$ cat src/rtl/region_address_translation_table_unit_assert.svh
// Assertion macros used by the translation table top level.
`ifndef REGION_ADDRESS_TRANSLATION_TABLE_UNIT_ASSERT_SVH
`define REGION_ADDRESS_TRANSLATION_TABLE_UNIT_ASSERT_SVH
// Implication checked on every rising clock edge outside reset.
`define RATT_ASSERT_IMPL(label, clk, rst_n, a, c) \
  label: assert property (@(posedge clk) disable iff (!rst_n) (a) |-> (c)) \
    else $error("assertion failed");
// Next-cycle implication checked outside reset.
`define RATT_ASSERT_NEXT(label, clk, rst_n, a, c) \
  label: assert property (@(posedge clk) disable iff (!rst_n) (a) |=> (c)) \
    else $error("assertion failed");
`endif

$ cat src/rtl/ratt_pkg.sv
// Package with shared types and codes of the translation table.
package ratt_pkg;
  localparam int TableDepth = 128;
  localparam int AddrBits = 32;
  localparam int LenBits = 31;

  localparam logic [1:0] REQ_INSERT = 2'd0;
  localparam logic [1:0] REQ_REMOVE = 2'd1;
  localparam logic [1:0] REQ_V2P = 2'd2;
  localparam logic [1:0] REQ_P2V = 2'd3;

  localparam logic [1:0] ST_OK = 2'd0;
  localparam logic [1:0] ST_MISS = 2'd1;
  localparam logic [1:0] ST_FULL = 2'd2;

  // Request as handed from the front part to the back part.
  typedef struct packed {
    logic [1:0] req_type;
    logic [31:0] virt_addr;
    logic [31:0] phys_addr;
    logic [30:0] region_bytes;
  } req_t;

  // Result as handed to the output stage.
  typedef struct packed {
    logic [1:0] status;
    logic [31:0] out_addr;
    logic [30:0] out_size;
  } res_t;
endpackage

$ cat src/rtl/ratt_queue.sv
// Two-entry request queue between the front and back parts.
module ratt_queue (
  input  logic clk,
  input  logic rst_n,
  input  logic in_valid,
  output logic in_ready,
  input  ratt_pkg::req_t in_req,
  output logic out_valid,
  input  logic out_ready,
  output ratt_pkg::req_t out_req
);
  import ratt_pkg::*;
  req_t mem_r [2];
  logic wp_r, rp_r;
  logic [1:0] cnt_r;
  logic push, pop;

  assign in_ready = (cnt_r != 2'd2);
  assign out_valid = (cnt_r != 2'd0);
  assign out_req = mem_r[rp_r];
  assign push = in_valid && in_ready;
  assign pop = out_valid && out_ready;

  // Pointers and fill level.
  always_ff @(posedge clk) begin
    if (!rst_n) begin
      wp_r <= 1'b0;
      rp_r <= 1'b0;
      cnt_r <= 2'd0;
    end else begin
      if (push) wp_r <= ~wp_r;
      if (pop) rp_r <= ~rp_r;
      cnt_r <= cnt_r + {1'b0, push} - {1'b0, pop};
    end
  end

  // Storage.
  always_ff @(posedge clk) begin
    if (push) mem_r[wp_r] <= in_req;
  end
endmodule

$ cat config.mk
export PLATFORM = sky130hd
export DESIGN_NAME = ratt_queue
export DESIGN_NICKNAME = d
export VERILOG_FILES = /design/src/rtl/region_address_translation_table_unit_assert.svh /design/src/rtl/ratt_pkg.sv /design/src/rtl/ratt_queue.sv
export SDC_FILE = /design/constraint.sdc
export NUM_CORES = 1
export LEC_CHECK = 0
export BUFFER_PORTS_ARGS = -buffer_cell sky130_fd_sc_hd__buf_2
export CAP_MARGIN = 20
export CORE_MARGIN = 2
export CORE_UTILIZATION = 58
export CTS_BUF_LIST = sky130_fd_sc_hd__clkbuf_4
export CTS_CLUSTER_DIAMETER = 60
export DETAILED_ROUTE_END_ITERATION = 10
export GPL_TIMING_DRIVEN = 0
export PLACE_DENSITY = 0.95
export SETUP_SLACK_MARGIN = 0.4
export SLEW_MARGIN = 20
export SYNTH_ARGS = -nofsm -noshare
export SYNTH_HDL_FRONTEND = slang
export SYNTH_SLANG_ARGS = --single-unit
$ cat constraint.sdc
create_clock -name clk -period 9.65 [get_ports clk]
set_input_delay 0 -clock clk [delete_from_list [all_inputs] [get_ports clk]]
set_output_delay 0 -clock clk [all_outputs]
set_load 0.01 [all_outputs]
==> reports/qor.txt <==
====================================================================================
Pin count of the biggest net entering global routing ..................           58
Crit. End Element .....................................................         flop
Count of buffering cells on the critical path with inverters included .            2
Buffer type at the clock tree root ....................................     clkbuf_4
Number of placed cells counting well taps .............................          701
Share of layout cells above drive strength 1 ..........................        52.0%
Number of setup buffers added after CTS ...............................            0
Post-route minimum period .............................................      2.19 ns
Via count of the routed design ........................................         4274
Simple-gate portion of the synthesized area ...........................       0.834%
Relative slew slack ...................................................        46.6%
Number of buffers between clock root and the deepest sink .............            2
Floorplan die height ..................................................       117 um
Clock Latency Late Sink ...............................................      0.58 ns
Cell repeated most along the worst path ...............................       buf_12
Adder and majority cell fraction of the synthesized area ..............       0.340%
Quantity of gates resized following cts ...............................            0
Clock buffers created by TritonCTS ....................................           17
Largest family of logic cells by synthesized area ..................... multiplexers
Largest delay contributor family on the critical path ................. simple AND/OR/NAND/NOR gates
Distinct cells, synth .................................................           18
Post-DRT Antenna Nets .................................................            0
Multi-input gate area in the final layout ............................. 0.00135 mm^2
Total clock sinks .....................................................          199
Worst hold slack across all endpoints .................................     0.123 ns
TritonRoute pass-1 iters ..............................................            4
Initial core utilization ..............................................        58.7%
Sequential cell area in the final layout .............................. 0.00593 mm^2
Total power density per cell area .....................................  221 mW/mm^2
Number of top-level pins ..............................................          200
Non-filler instance count after layout ................................          833
Highest achievable clock rate .........................................    0.456 GHz
Vias in the first global route ........................................         4568
Average vias per placed instance ......................................         5.13
Least-Margin Pin Slew .................................................     0.802 ns
CTS tree ..............................................................        built
Fill cell instance count of the final layout ..........................          647
Netlist Area Pre-Place ................................................ 0.00735 mm^2
Part of the cycle the worst path needs ................................        22.7%
P&R area growth vs syn ................................................        35.1%
Clock transition at the registers of the reported paths ...............      0.16 ns
Largest voltage drop on the vdd net ...................................     0.161 mV
Final setup skew ......................................................    0.0217 ns
Required time at the worst-slack endpoint .............................      9.93 ns
Floorplan Core Area ...................................................  0.0125 mm^2
Setup violators final .................................................            0
Max-cap violation count ...............................................            0
Number of port buffers ................................................          199
First-pass GRT wire length ............................................     23300 um
Final total negative setup slack ......................................         0 ns
Sequential fraction of the synthesis area .............................        80.6%
Average instance area after synthesis .................................    22.5 um^2
CTS H-tree lvls .......................................................            4
Quantity of hold-fixing buffers added after cts .......................          100
Final hold violation count ............................................            0
Residual DRC count ....................................................            0
Row count .............................................................           41
Final nets ............................................................          751
Synthesized-area fraction occupied by ao, oa, aoi and oai cells .......       0.102%
Synthesized Nets ......................................................          429
Antenna violations before repair ......................................            0
Result of the run ..................................................... finished clean
Cells along the critical path ......................................... nand2b_1, nand2_1, nor2_4, buf_12, buf_12
Mux contribution to synthesized area ..................................        16.5%
Worst path max stage delay ............................................      0.59 ns
DR iter-0 viols .......................................................          298
Leakage power total ...................................................      3.83 nW
Setup repair after global routing missed its margin ...................           no
Class of the tightest hold or removal check ...........................       in2reg
DIE WIDTH .............................................................       117 um
Power, Total ..........................................................      2.20 mW
Cell with the largest stage delay on the worst path ...................       nor2_4
Floorplan die area ....................................................  0.0136 mm^2
Overall track demand over capacity in global routing ..................        24.0%
Routed WL per cell ....................................................      19.3 um
Overall routed net length .............................................     16100 um
Max Transition Viols Final ............................................            0
Half-perimeter wire length after detailed placement ...................      9270 um
Flip-flop and latch count after synthesis .............................          199
Diodes inserted .......................................................            0
Kind of critical path .................................................      reg2reg
Synth Instances .......................................................          326
Crit Path Max Fanout ..................................................           27
Global route overflow .................................................            0
Number of warnings printed during yosys synthesis .....................            0
Signal arrival time at the worst endpoint .............................      2.48 ns
Placer congestion estimate ............................................        0.723
Type of origin of the critical path ...................................         flop
XOR/XNOR share of the synthesized area ................................       0.357%
====================================================================================
## final cells by class
| class | instances | area share (%) |
|---|---|---|
| well taps | 172 | 2.17 |
| repair buffers | 303 | 20.9 |
| flip-flops and latches | 199 | 59.6 |
| clock buffers | 17 | 1.28 |
| plain buffers | 11 | 0.869 |
| multi-input cells | 115 | 13.6 |
| inverters | 1 | 0.0378 |
| clock inverters | 15 | 1.52 |
## metal layers
layer | wire [um] | global-route usage (%)
met1 | 5750 | 25.0
met2 | 8740 | 44.3
met3 | 1130 | 7.06
met4 | 465 | 11.2
met5 | 0 | 0
## metrics by stage
stage	utilization, %	area, um^2	setup WS [ns]
floorplan	-	7350	4.40
global placement	68.4	8560	2.66
detailed placement	69.1	8650	7.54
CTS	79.4	9930	7.46
global route	79.4	9930	7.33
finish	79.4	9930	7.46
## Yosys cell counts
cell	n	share of area [%]
and2_1	2	0.17
and3_1	1	0.085
buf_2	6	0.41
buf_6	5	0.77
dfxtp_1	5	1.4
edfxtp_1	194	79
ha_1	2	0.34
inv_1	1	0.051
mux2_2	67	10
mux2_4	30	6.1
mux2i_1	1	0.14
nand2_1	2	0.10
nand2b_1	2	0.17
nor2_1	1	0.051
nor2b_1	2	0.17
o21a_1	1	0.10
or2_2	1	0.085
xnor2_1	3	0.36
## state kept, by name, indices dropped and copies added, names as in the netlist, named ones only
| register | flops |
|---|---|
| rp_r | 1 |
| mem_r | 194 |
| wp_r | 1 |
| cnt_r | 2 |
## path summary, 6_finish.rpt
check / from / to / slack (ns) / cells past startpoint
worst max register to register: cnt_r[0] / mem_r[0][94] / 7.46 / 5
worst max-delay path: cnt_r[0] / mem_r[0][94] / 7.46 / 5
worst min register to register: rp_r / rp_r / 0.60 / 2
worst min-delay path: in_req[47] / mem_r[1][47] / 0.12 / 2
## layout by cell type, fill, tap and decap left out
| master | count |
|---|---|
| dfxtp_1 | 5 |
| edfxtp_1 | 194 |
| clkinv_1 | 2 |
| nor2b_1 | 2 |
| buf_2 | 205 |
| clkinv_2 | 3 |
| mux2_4 | 30 |
| nand2b_1 | 2 |
| ha_1 | 2 |
| bufinv_16 | 2 |
| nor2_4 | 1 |
| clkinv_4 | 3 |
| xnor2_1 | 3 |
| inv_6 | 4 |
| mux2_2 | 67 |
| and3_4 | 1 |
| mux2i_1 | 1 |
| inv_1 | 1 |
| or2_2 | 1 |
| nand2_1 | 2 |
| and2_1 | 2 |
| buf_12 | 4 |
| buf_6 | 5 |
| o21a_1 | 1 |
| clkinvlp_4 | 1 |
| dlygate4sd3_1 | 100 |
| clkbuf_4 | 17 |
## kinds of logic after synthesis
logic type / Yosys count
flops: 199
compound gates: 1
simple gates: 11
fa+ha+maj: 2
xor+xnor: 3
mux: 98
buf+inv: 12
## report_power, final
group	switching, mW	internal (mW)
sequential	0.0348	1.08
clock	0.275	0.155
combinational	0.325	0.322
## worst reg2reg max path: stages, from the launching register on
cell	delay, ns
dfxtp_1	0.43
nand2b_1	0.20
nand2_1	0.16
nor2_4	0.59
buf_12	0.28
buf_12	0.23
(Power assumes the default switching activity.)
